## src/design/psched_pkg.sv

```systemverilog
// ---------------------------------------------------------------------------
// psched_pkg
// Shared widths, defaults and transfer types of the priority scheduler.
// ---------------------------------------------------------------------------
`timescale 1ns / 1ps

package psched_pkg;

    localparam int MAX_PROCS_DEF = 16;

    localparam int BURST_W = 16;
    localparam int PRI_W   = 8;
    localparam int ID_W    = 5;
    localparam int TIME_W  = 20;
    localparam int AVG_W   = 28;
    localparam int WTOT_W  = 24;
    localparam int TTOT_W  = 25;
    localparam int FRAC_W  = 8;
    // Dividend of the average: the wider total shifted by the fraction bits.
    localparam int DIVD_W  = TTOT_W + FRAC_W;

    typedef struct packed {
        logic [BURST_W-1:0] burst_time;
        logic [PRI_W-1:0]   priority_req;
        logic               last;
    } t_in_item;

    typedef struct packed {
        logic [ID_W-1:0]    job_id;
        logic [BURST_W-1:0] job_burst;
        logic [PRI_W-1:0]   job_priority;
        logic [TIME_W-1:0]  wait_time;
        logic [TIME_W-1:0]  turnaround_time;
        logic [AVG_W-1:0]   avg_wait_q8;
        logic [AVG_W-1:0]   avg_turnaround_q8;
        logic               final_res;
    } t_out_item;

endpackage

```

## src/design/psched_div.sv

```systemverilog
// ---------------------------------------------------------------------------
// psched_div
// Two restoring dividers sharing one step counter; one quotient bit per
// cycle, busy for DIVD_W steps, o_done raised together with the final quotients.
// ---------------------------------------------------------------------------
`timescale 1ns / 1ps

module psched_div #(
    parameter int DIVR_W = 5
) (
    input  logic                         i_clk,
    input  logic                         i_rst_n,
    input  logic                         i_start,
    input  logic [psched_pkg::DIVD_W-1:0] i_dvd_wait,
    input  logic [psched_pkg::DIVD_W-1:0] i_dvd_tat,
    input  logic [DIVR_W-1:0]            i_divisor,
    output logic                         o_done,
    output logic [psched_pkg::DIVD_W-1:0] o_quot_wait,
    output logic [psched_pkg::DIVD_W-1:0] o_quot_tat
);

    localparam int DW     = psched_pkg::DIVD_W;
    localparam int STEP_W = $clog2(DW);

    logic              r_busy;
    logic              r_done;
    logic [STEP_W-1:0] r_step;
    logic [DIVR_W-1:0] r_dvr;
    logic [DW-1:0]     r_qa;
    logic [DW-1:0]     r_qb;
    logic [DIVR_W-1:0] r_ra;
    logic [DIVR_W-1:0] r_rb;

    logic [DIVR_W:0]   n_sa;
    logic [DIVR_W:0]   n_sb;
    logic              n_ge_a;
    logic              n_ge_b;
    logic [DIVR_W:0]   n_da;
    logic [DIVR_W:0]   n_db;

    always_comb begin
        n_sa   = {r_ra, r_qa[DW-1]};
        n_sb   = {r_rb, r_qb[DW-1]};
        n_ge_a = n_sa >= {1'b0, r_dvr};
        n_ge_b = n_sb >= {1'b0, r_dvr};
        n_da   = n_sa - {1'b0, r_dvr};
        n_db   = n_sb - {1'b0, r_dvr};
    end

    always_ff @(posedge i_clk) begin
        if (!i_rst_n) begin
            r_busy <= 1'b0;
            r_done <= 1'b0;
        end else begin
            r_done <= !i_start && r_busy && (r_step == STEP_W'(DW - 1));
            if (i_start) begin
                r_busy <= 1'b1;
                r_step <= '0;
                r_dvr  <= i_divisor;
                r_qa   <= i_dvd_wait;
                r_qb   <= i_dvd_tat;
                r_ra   <= '0;
                r_rb   <= '0;
            end else if (r_busy) begin
                // shift one dividend bit into each remainder, subtract when it fits
                r_ra <= n_ge_a ? n_da[DIVR_W-1:0] : n_sa[DIVR_W-1:0];
                r_rb <= n_ge_b ? n_db[DIVR_W-1:0] : n_sb[DIVR_W-1:0];
                r_qa <= {r_qa[DW-2:0], n_ge_a};
                r_qb <= {r_qb[DW-2:0], n_ge_b};
                r_step <= r_step + 1'b1;
                if (r_step == STEP_W'(DW - 1)) begin
                    r_busy <= 1'b0;
                end
            end
        end
    end

    assign o_done      = r_done;
    assign o_quot_wait = r_qa;
    assign o_quot_tat  = r_qb;

endmodule

```

## src/design/priority_schedule_times_core.sv

```systemverilog
// ---------------------------------------------------------------------------
// priority_schedule_times_core
// Non-preemptive priority scheduler over a batch of up to MAX_PROCS jobs.
//
// Input channel (i_in_valid / o_in_stall / i_in_data): one job per transfer,
// one transfer per cycle while loading. Jobs beyond MAX_PROCS are dropped.
// A job with last set closes the batch; o_in_stall then stays high until the
// final result of the batch sits in the output register.
// Output channel (o_out_valid / i_out_stall / o_out_data): one result per
// job in ascending priority, ties in arrival order. Each result takes a
// selection pass over the job memory through its single read port. The
// final result also waits for the bit-serial averaging divider.
// A stall on the output holds the result register and the schedule waits.
// Reset empties the batch and the output register; job memory is not
// cleared, only entries written in the current batch are read.
// ---------------------------------------------------------------------------
`timescale 1ns / 1ps

module priority_schedule_times_core #(
    parameter int MAX_PROCS = psched_pkg::MAX_PROCS_DEF
) (
    input  logic                  i_clk,
    input  logic                  i_rst_n,
    input  logic                  i_in_valid,
    output logic                  o_in_stall,
    input  psched_pkg::t_in_item  i_in_data,
    output logic                  o_out_valid,
    input  logic                  i_out_stall,
    output psched_pkg::t_out_item o_out_data
);

    localparam int BURST_W = psched_pkg::BURST_W;
    localparam int PRI_W   = psched_pkg::PRI_W;
    localparam int TIME_W  = psched_pkg::TIME_W;
    localparam int AVG_W   = psched_pkg::AVG_W;
    localparam int WTOT_W  = psched_pkg::WTOT_W;
    localparam int TTOT_W  = psched_pkg::TTOT_W;
    localparam int FRAC_W  = psched_pkg::FRAC_W;
    localparam int DIVD_W  = psched_pkg::DIVD_W;
    localparam int IDX_W   = $clog2(MAX_PROCS);
    localparam int CNT_W   = $clog2(MAX_PROCS + 1);
    localparam int KEY_W   = PRI_W + IDX_W;
    localparam int ENT_W   = BURST_W + PRI_W;

    typedef enum logic [2:0] {
        S_LOAD,
        S_SCAN,
        S_CALC,
        S_DIV,
        S_EMIT
    } t_state;

    t_state                r_state;
    logic [CNT_W-1:0]      r_count;
    logic [CNT_W-1:0]      r_rank;
    logic [CNT_W-1:0]      r_addr;
    logic [IDX_W-1:0]      r_q_idx;
    logic                  r_q_vld;
    logic [ENT_W-1:0]      r_rd_data;
    logic                  r_prev_vld;
    logic [KEY_W-1:0]      r_prev_key;
    logic                  r_best_vld;
    logic [KEY_W-1:0]      r_best_key;
    logic [BURST_W-1:0]    r_best_burst;
    logic [TTOT_W-1:0]     r_elapsed;
    logic [WTOT_W-1:0]     r_wait_total;
    logic [TTOT_W-1:0]     r_tat_total;
    logic [TIME_W-1:0]     r_wt;
    logic [TIME_W-1:0]     r_tt;
    logic                  r_last_rank;
    logic                  r_div_start;
    logic                  r_out_valid;
    psched_pkg::t_out_item r_out_data;

    logic [ENT_W-1:0]      mem [MAX_PROCS];

    logic                  in_xfer;
    logic                  out_xfer;
    logic                  out_free;
    logic                  emit;
    logic                  rd_en;
    logic [KEY_W-1:0]      q_key;
    logic                  take;
    logic                  is_last_rank;
    logic [TTOT_W-1:0]     n_tt;
    logic [IDX_W:0]        n_id_full;
    psched_pkg::t_out_item n_out;
    logic                  div_done;
    logic [DIVD_W-1:0]     quot_wait;
    logic [DIVD_W-1:0]     quot_tat;

    assign in_xfer  = i_in_valid && (r_state == S_LOAD);
    assign out_xfer = r_out_valid && !i_out_stall;
    assign out_free = !r_out_valid || !i_out_stall;
    assign emit     = (r_state == S_EMIT) && out_free;
    assign rd_en    = (r_state == S_SCAN) && (r_addr < r_count);

    // Sort key: priority first, arrival index breaks ties.
    assign q_key = {r_rd_data[PRI_W-1:0], r_q_idx};
    assign take  = r_q_vld && (!r_prev_vld || (q_key > r_prev_key))
                   && (!r_best_vld || (q_key < r_best_key));

    assign is_last_rank = (r_rank + CNT_W'(1)) == r_count;
    assign n_tt         = r_elapsed + TTOT_W'(r_best_burst);
    assign n_id_full    = {1'b0, r_best_key[IDX_W-1:0]} + 1'b1;

    always_comb begin
        n_out.job_id            = psched_pkg::ID_W'(n_id_full);
        n_out.job_burst         = r_best_burst;
        n_out.job_priority      = r_best_key[KEY_W-1:IDX_W];
        n_out.wait_time         = r_wt;
        n_out.turnaround_time   = r_tt;
        n_out.avg_wait_q8       = r_last_rank ? quot_wait[AVG_W-1:0] : '0;
        n_out.avg_turnaround_q8 = r_last_rank ? quot_tat[AVG_W-1:0] : '0;
        n_out.final_res         = r_last_rank;
    end

    // Job memory: written while loading, read once per cycle during a pass.
    always_ff @(posedge i_clk) begin
        if (in_xfer && (r_count < CNT_W'(MAX_PROCS))) begin
            mem[r_count[IDX_W-1:0]] <= {i_in_data.burst_time, i_in_data.priority_req};
        end
        if (rd_en) begin
            r_rd_data <= mem[r_addr[IDX_W-1:0]];
        end
    end

    always_ff @(posedge i_clk) begin
        if (!i_rst_n) begin
            r_state      <= S_LOAD;
            r_count      <= '0;
            r_q_vld      <= 1'b0;
            r_div_start  <= 1'b0;
            r_out_valid  <= 1'b0;
            r_wait_total <= '0;
            r_tat_total  <= '0;
        end else begin
            r_div_start <= (r_state == S_CALC) && is_last_rank;
            r_q_vld     <= rd_en;
            if (rd_en) begin
                r_q_idx <= r_addr[IDX_W-1:0];
            end
            if (emit) begin
                r_out_valid <= 1'b1;
            end else if (out_xfer) begin
                r_out_valid <= 1'b0;
            end
            case (r_state)
                S_LOAD: begin
                    if (in_xfer) begin
                        if (r_count < CNT_W'(MAX_PROCS)) begin
                            r_count <= r_count + 1'b1;
                        end
                        if (i_in_data.last) begin
                            r_state      <= S_SCAN;
                            r_rank       <= '0;
                            r_addr       <= '0;
                            r_prev_vld   <= 1'b0;
                            r_best_vld   <= 1'b0;
                            r_elapsed    <= '0;
                            r_wait_total <= '0;
                            r_tat_total  <= '0;
                        end
                    end
                end
                S_SCAN: begin
                    if (rd_en) begin
                        r_addr <= r_addr + 1'b1;
                    end
                    if (take) begin
                        r_best_vld   <= 1'b1;
                        r_best_key   <= q_key;
                        r_best_burst <= r_rd_data[ENT_W-1:PRI_W];
                    end
                    // all reads issued and the last compare done
                    if (!rd_en && !r_q_vld) begin
                        r_state <= S_CALC;
                    end
                end
                S_CALC: begin
                    r_wt         <= r_elapsed[TIME_W-1:0];
                    r_tt         <= n_tt[TIME_W-1:0];
                    r_elapsed    <= n_tt;
                    r_wait_total <= r_wait_total + r_elapsed[WTOT_W-1:0];
                    r_tat_total  <= r_tat_total + n_tt;
                    r_last_rank  <= is_last_rank;
                    if (is_last_rank) begin
                        r_state <= S_DIV;
                    end else begin
                        r_state <= S_EMIT;
                    end
                end
                S_DIV: begin
                    if (div_done) begin
                        r_state <= S_EMIT;
                    end
                end
                S_EMIT: begin
                    if (out_free) begin
                        r_out_data <= n_out;
                        if (r_last_rank) begin
                            r_state      <= S_LOAD;
                            r_count      <= '0;
                            r_wait_total <= '0;
                            r_tat_total  <= '0;
                        end else begin
                            // advance to the next rank above the one just sent
                            r_prev_key <= r_best_key;
                            r_prev_vld <= 1'b1;
                            r_best_vld <= 1'b0;
                            r_rank     <= r_rank + 1'b1;
                            r_addr     <= '0;
                            r_state    <= S_SCAN;
                        end
                    end
                end
                default: begin
                    r_state <= S_LOAD;
                end
            endcase
        end
    end

    psched_div #(
        .DIVR_W(CNT_W)
    ) u_div (
        .i_clk      (i_clk),
        .i_rst_n    (i_rst_n),
        .i_start    (r_div_start),
        .i_dvd_wait ({1'b0, r_wait_total, {FRAC_W{1'b0}}}),
        .i_dvd_tat  ({r_tat_total, {FRAC_W{1'b0}}}),
        .i_divisor  (r_count),
        .o_done     (div_done),
        .o_quot_wait(quot_wait),
        .o_quot_tat (quot_tat)
    );

    assign o_in_stall  = (r_state != S_LOAD);
    assign o_out_valid = r_out_valid;
    assign o_out_data  = r_out_data;

endmodule

```

## config.mk

```make
export PLATFORM = sky130hd
export DESIGN_NAME = priority_schedule_times_core
export DESIGN_NICKNAME = d
export VERILOG_FILES = /design/src/design/psched_pkg.sv /design/src/design/psched_div.sv /design/src/design/priority_schedule_times_core.sv
export SDC_FILE = /design/constraint.sdc
export NUM_CORES = 1
export LEC_CHECK = 0
export BUFFER_PORTS_ARGS = -buffer_cell sky130_fd_sc_hd__buf_2
export CORE_ASPECT_RATIO = 1.5
export CORE_MARGIN = 2
export CORE_UTILIZATION = 38
export DETAILED_ROUTE_END_ITERATION = 6
export PLACE_DENSITY = 0.58
export SYNTH_ARGS = -nofsm -noshare
export SYNTH_HDL_FRONTEND = slang
export SYNTH_HIERARCHICAL = 1
export SYNTH_SLANG_ARGS = --single-unit
```

## constraint.sdc

```tcl
create_clock -name i_clk -period 6.7 [get_ports i_clk]
set_input_delay 0.335 -clock i_clk [delete_from_list [all_inputs] [get_ports i_clk]]
set_output_delay 0.335 -clock i_clk [all_outputs]
set_load 0.03 [all_outputs]
```

==> Word-level counts from Yosys, hierarchy flattened <==
Memory sizes are Yosys's and may differ from the RTL's. A register that Yosys moved wholly into a read port is not among the register bits.
Cells that the tools add are included.
W data, S select, Z words.
{ "op_classes": {"n_reduce_logical": 43, "bitwise_logic": 1, "n_mux": 58, "eq_ne": 16, "n_addsub": 10, "magnitude_cmp": 6} }
{ "op_table": {"columns": ["cell", "count"], "rows": [
  ["$mux W25", 4],
  ["$mux W33", 3],
  ["$mux W24", 4],
  ["$mux W5", 15],
  ["$pmux W25 S3", 1],
  ["$pmux W24 S3", 1],
  ["$pmux W25 S2", 1],
  ["$mux W32", 1],
  ["$add A25 B16 Y25", 1],
  ["$add A25 B25 Y25", 1],
  ["$add A24 B24 Y24", 1],
  ["$pmux W5 S2", 2],
  ["$mux W3", 6],
  ["$add A5 B1 Y5 const B", 3],
  ["$mux W1", 15],
  ["$pmux W3 S5", 1],
  ["$pmux W5 S3", 1],
  ["$reduce_and A5 Y1", 3],
  ["$ne A2 B2 Y1 const B", 7],
  ["$reduce_and A7 Y1", 2],
  ["$ge A6 B5 Y1", 2],
  ["$gt A12 B12 Y1", 1],
  ["$lt A12 B12 Y1", 1],
  ["$logic_and A1 B1 Y1", 11],
  ["other kinds (24)", 46]
]} }
{ "word_totals": {"memories": 1, "ram_bits": 384, "in_bits": 29, "reg_bits": 397, "wordCells": 172, "output_inout_bits": 128} }
{ "memory_table": {"columns": ["memory", "depth", "width", "read_ports", "rd_clocked_by_memory_dff", "write_ports", "line", "rtl"], "rows": [
  ["mem", 16, 24, 1, 1, 1, "priority_schedule_times_core.sv:75", "logic [ENT_W-1:0] mem [MAX_PROCS];"]
]} }

==> Depth between registers and ports, before layout <==
{ "logic_depth": {"ltp_word": 6, "depth_mapped": 22, "mapped_depth_nobuf": 22} }

==> Cells and area by module <==
Netlist, hierarchy kept.
{ "modules_own_cells": {"columns": ["module", "n_inst", "area_each_um2", "seq_area_each_um2", "cells_each"], "rows": [
  ["priority_schedule_times_core", 1, 29309.4, 20900.0, 1698],
  ["psched_div", 1, 4156.5, 2652.5, 268]
]} }

==> Worst setup path after synthesis <==
OpenSTA, ideal clock, no wires.
{ "synth_timing": {"kind": "flip-flop to flip-flop", "from": "reg r_state[0]", "to": "reg r_prev_key[0], enable pin", "required_time_ns": 6.318, "setup_slack_ns": 1.717, "setup_time_ns": 0.382, "t_arrival_ns": 4.601, "stages_incl_launch_ff": 7, "n_path_buf": 1, "period_less_slack_ns": 4.983, "path_cell_list": "dfxtp_1 > buf_2 > nor2_1 > nand2_1 > inv_1 > and3_1 > nor2b_1"} }
{ "synth_via": {"elab_chain_len": 2} }
{ "synth_lines": {"columns": ["item", "line", "rtl"], "rows": [
  ["from (decl)", "priority_schedule_times_core.sv:53", "t_state r_state;"],
  ["from (signal assigned)", "priority_schedule_times_core.sv:130", "r_state <= S_LOAD;"],
  ["from (signal assigned)", "priority_schedule_times_core.sv:155", "r_state <= S_SCAN;"],
  ["from (signal assigned)", "priority_schedule_times_core.sv:177", "r_state <= S_CALC;"],
  ["$eq A3 B3 Y1", "priority_schedule_times_core.sv:148", "case (r_state)"],
  ["$reduce_and A4 Y1 (no source line)", null, null],
  ["to (signal assigned)", "priority_schedule_times_core.sv:208", "r_prev_key <= r_best_key;"],
  ["to (decl)", "priority_schedule_times_core.sv:61", "logic [KEY_W-1:0] r_prev_key;"]
]} }
Every way passes these cells.
A chain may end at the register's enable or synchronous reset.

==> Worst setup path after layout <==
{ "layout_timing": {"from": "reg r_elapsed[0]", "to": "reg r_tat_total[24]"} }
{ "layout_via": {"elab_chain_len": 3} }
{ "layout_lines": {"columns": ["item", "line", "rtl"], "rows": [
  ["from (decl)", "priority_schedule_times_core.sv:65", "logic [TTOT_W-1:0] r_elapsed;"],
  ["from (signal assigned)", "priority_schedule_times_core.sv:183", "r_elapsed <= n_tt;"],
  ["$add A25 B16 Y25", "priority_schedule_times_core.sv:104", "assign n_tt = r_elapsed + TTOT_W'(r_best_burst);"],
  ["net n_tt[16]", "priority_schedule_times_core.sv:85", "logic [TTOT_W-1:0] n_tt;"],
  ["$add A25 B25 Y25", "priority_schedule_times_core.sv:185", "r_tat_total <= r_tat_total + n_tt;"],
  ["$pmux W25 S3", "priority_schedule_times_core.sv:148", null],
  ["to (signal assigned)", "priority_schedule_times_core.sv:185", null],
  ["to (decl)", "priority_schedule_times_core.sv:67", "logic [TTOT_W-1:0] r_tat_total;"]
]} }
The timed path passes the listed nets, and every way through them passes these cells.

==> metrics.txt <==
CP Class=reg2reg; CP endpoint kind=flop; post-synthesis sequential area ratio=70.4%; Post-CTS Setup Bufs=0; largest net degree at the start of global routing=101; # fillers=7737; Max clock buf depth=3; grt ovf=0; most common cell after layout, fill and taps aside=edfxtp_1; WL final=76.3 mm; number of global-route vias before repair=18600; Peak VDD IR=0.000214 V; std cell rows=133; setup repair after global routing missed its margin=no; Synth Flop Type=edfxtp_1; drt via density=5.21; Synth cell types=75; worst flop-to-flop path endpoint=r_tat_total[24]; Final Setup Violations=0; minimum clock period=4.65 ns; area delta synth->final=14.6%; worst hold path stage count=1; Final HPWL DP=49.3 mm; nets=2333; outcome=finished, final reports clean; Slew Limit Headroom=18.7%; leakage=0.0133 uW; top post-synthesis cells by area=edfxtp_1 67%, mux4_2 8.1%, ha_1 4.1%, dfxtp_1 3.7%, mux2_2 2.2%; largest area contributor in the netlist=edfxtp_1; most frequent cells in the layout=743 x edfxtp_1, 156 x buf_2, 120 x mux4_2; CTS sink cnt=805; part of the power in registers=48.8%; IO Pins=157; layout cell share with drive strength beyond 1=23.4%; CTS root buffer=clkbuf_16; Post-synth EDFFs=743; worst-path fanout max=5; setup TNS=0 ns; post-synth top area share=66.7%; Yosys warnings=6; Avg Inst Size Synth=17.0 um2; Starting Density=38.2%; CTS tree=done; P per Cell Area=319 nW/um2; max-cap violation count=0; global-route wire length before repair=115 mm; GRT Total Usage=17.0%; H-tree levels=3; Tightest Pin Transition=1.22 ns; Req. time, crit path=7.28 ns; Clk pwr share=34.9%; Min-Delay Path Class=in2reg; via count=17700; Int Pwr=9020 uW; die height=367 um; DIE AREA=90500 um2; Register-to-Register Path Depth=19; Inserted Clock Buffers=76; reg2reg start=r_elapsed[0]; hold worst-path end=mem[9][8]; initial DRC count=1157; drt wl/cell=22.5 um; # DRC=0; Yosys reg bits=805; initial antenna violation count=10; Synth Instances=1966; CP Launch Type=flop; final hold violation count=0; Tcrit/Tclk final=69.3%; cell area after synthesis=33500 um2; PnR Total Power=12200 uW; NetSw=3230 uW; clk_lat worst skew=0.67 ns; Hold Crit Start=i_in_data[9]; Final ANT Viol Nets=0; Slew Viols, Final=0; share of total power in combinational logic=16.3%; Port Buffers=156; core area=87500 um2; clock slew at reported path FFs=0.07 ns; flop2flop setup slack=2.05 ns; Antenna Cells=0; Async SR Flop Fraction=0%; Sw Ratio=26.4%; Post-Route Skew=0.0236 ns; Max Clock Freq=0.215 GHz; CP Data Arrival Time=5.22 ns; Die W=246 um; Placer Congestion=0.822; Pre-antenna DRT Iters=5
critical path: stages, from the launching register on:
cell and delay [ns]:
edfxtp_1 0.38, ha_1 0.19, inv_1 0.06, fa_1 0.40, nor2b_1 0.22, o2111ai_1 0.16
a31oi_1 0.41, a31oi_1 0.25, o21bai_1 0.23, a21oi_1 0.17, xnor2_1 0.31, ha_1 0.36
nand2_1 0.08, o21ai_0 0.16, o41ai_1 0.44, o211ai_1 0.16, o22ai_2 0.13, xor2_1 0.20
a21oi_1 0.10, o22ai_1 0.16
worst max path at each step:
stage | startpoint | endpoint | depth (start not counted) | slack, ns
floorplan | r_state[0] | r_prev_key[0] | 6 | 1.72
global placement | r_elapsed[0] | r_tat_total[18] | 18 | 2.25
detailed placement | r_elapsed[0] | r_tat_total[23] | 18 | 2.20
CTS | r_elapsed[0] | r_tat_total[18] | 18 | 2.14
global route | r_elapsed[0] | r_tat_total[22] | 18 | 1.70
finish | r_elapsed[0] | r_tat_total[24] | 19 | 2.05
layout make-up:
cell class / instances / area (um2) / share of cell area, %
Tap cell: 1147 / 1440 / 3.74
Multi-Input combinational cell: 1040 / 9580 / 25.0
Inverter: 74 / 278 / 0.724
Clock buffer: 91 / 1960 / 5.10
Sequential cell: 805 / 23600 / 61.4
Timing Repair Buffer: 193 / 1070 / 2.80
Clock inverter: 45 / 482 / 1.26
per-stage QoR:
stage          hold WS, ns  std cells  setup slack [ns]  util [%]  cell area [um2]
2_1_floorplan        0.400       1982              1.72         -            33500
3_3_place_gp         0.402       3258              2.25      41.0            35900
3_5_place_dp         0.405       3258              2.20      41.0            35900
4_1_cts            0.00166       3395              2.14      43.8            38400
5_1_grt             0.0383       3395              1.70      43.8            38400
6_report            0.0495       3395              2.05      43.8            38400
power by group through the flow:
stage / clock network, uW / registers, uW / logic [uW]
after floorplan: 0 / 6070 / 1400
after global routing: 4560 / 6000 / 2180
after CTS: 4390 / 5980 / 2030
after detailed placement: 0 / 6090 / 2020
after global placement: 0 / 6080 / 1990
final: 4280 / 5980 / 1990
logic make-up (layout without fill, tap and decap cells):
logic type	count (synthesis)	after routing	synth area share, %
and+or+nand+nor	377	377	5.87
AOI/OAI and AO/OA	263	263	5.31
DFF	805	805	70.4
other	1	17	0.0112
xor gates and xnor gates	83	83	2.17
muxes	186	186	10.3
adders and majority gates	114	114	4.37
buffers and inverters	137	403	1.59
what timing repair did:
| item | CTS | global route |
|---|---|---|
| resized for setup | 0 | 0 |
| hold endpoints to repair | 2 | 0 |
| hold buffers | 1 | 0 |
layer usage:
layer	wire length, um	up-vias	GRT usage (%)	part of all wire, %
li1	-	8074	-	-
met1	29200	9091	19.1	38
met2	41600	360	31.7	55
met3	2780	150	2.82	3.6
met4	2610	14	6.84	3.4
met5	89	-	0	0.12
cell usage after synthesis (all sizes together), types with 21 or more instances:
cell type / count
nand2: 78
clkbuf: 45
xnor2: 42
nor2: 71
edfxtp: 743
and2: 88
nor2b: 34
ha: 109
a21o: 40
mux2: 66
inv: 74
nand3: 23
xor2: 41
o21ai: 44
nor3: 21
mux4: 120
a21oi: 68
dfxtp: 62
a22oi: 23
flip-flops by register name, summed over array words and instances (netlist names), 6 cells and up:
signal and count:
mem 384, o_out_data 126, u_div/o_quot_tat 33, u_div/o_quot_wait 33
r_elapsed 25, r_tat_total 25, r_rd_data 24, r_wait_total 24
r_tt 20, r_wt 20, r_best_burst 16, r_best_key 12
r_prev_key 12, u_div/r_step 6
No activity file was read; power rests on OpenSTA's default activity.
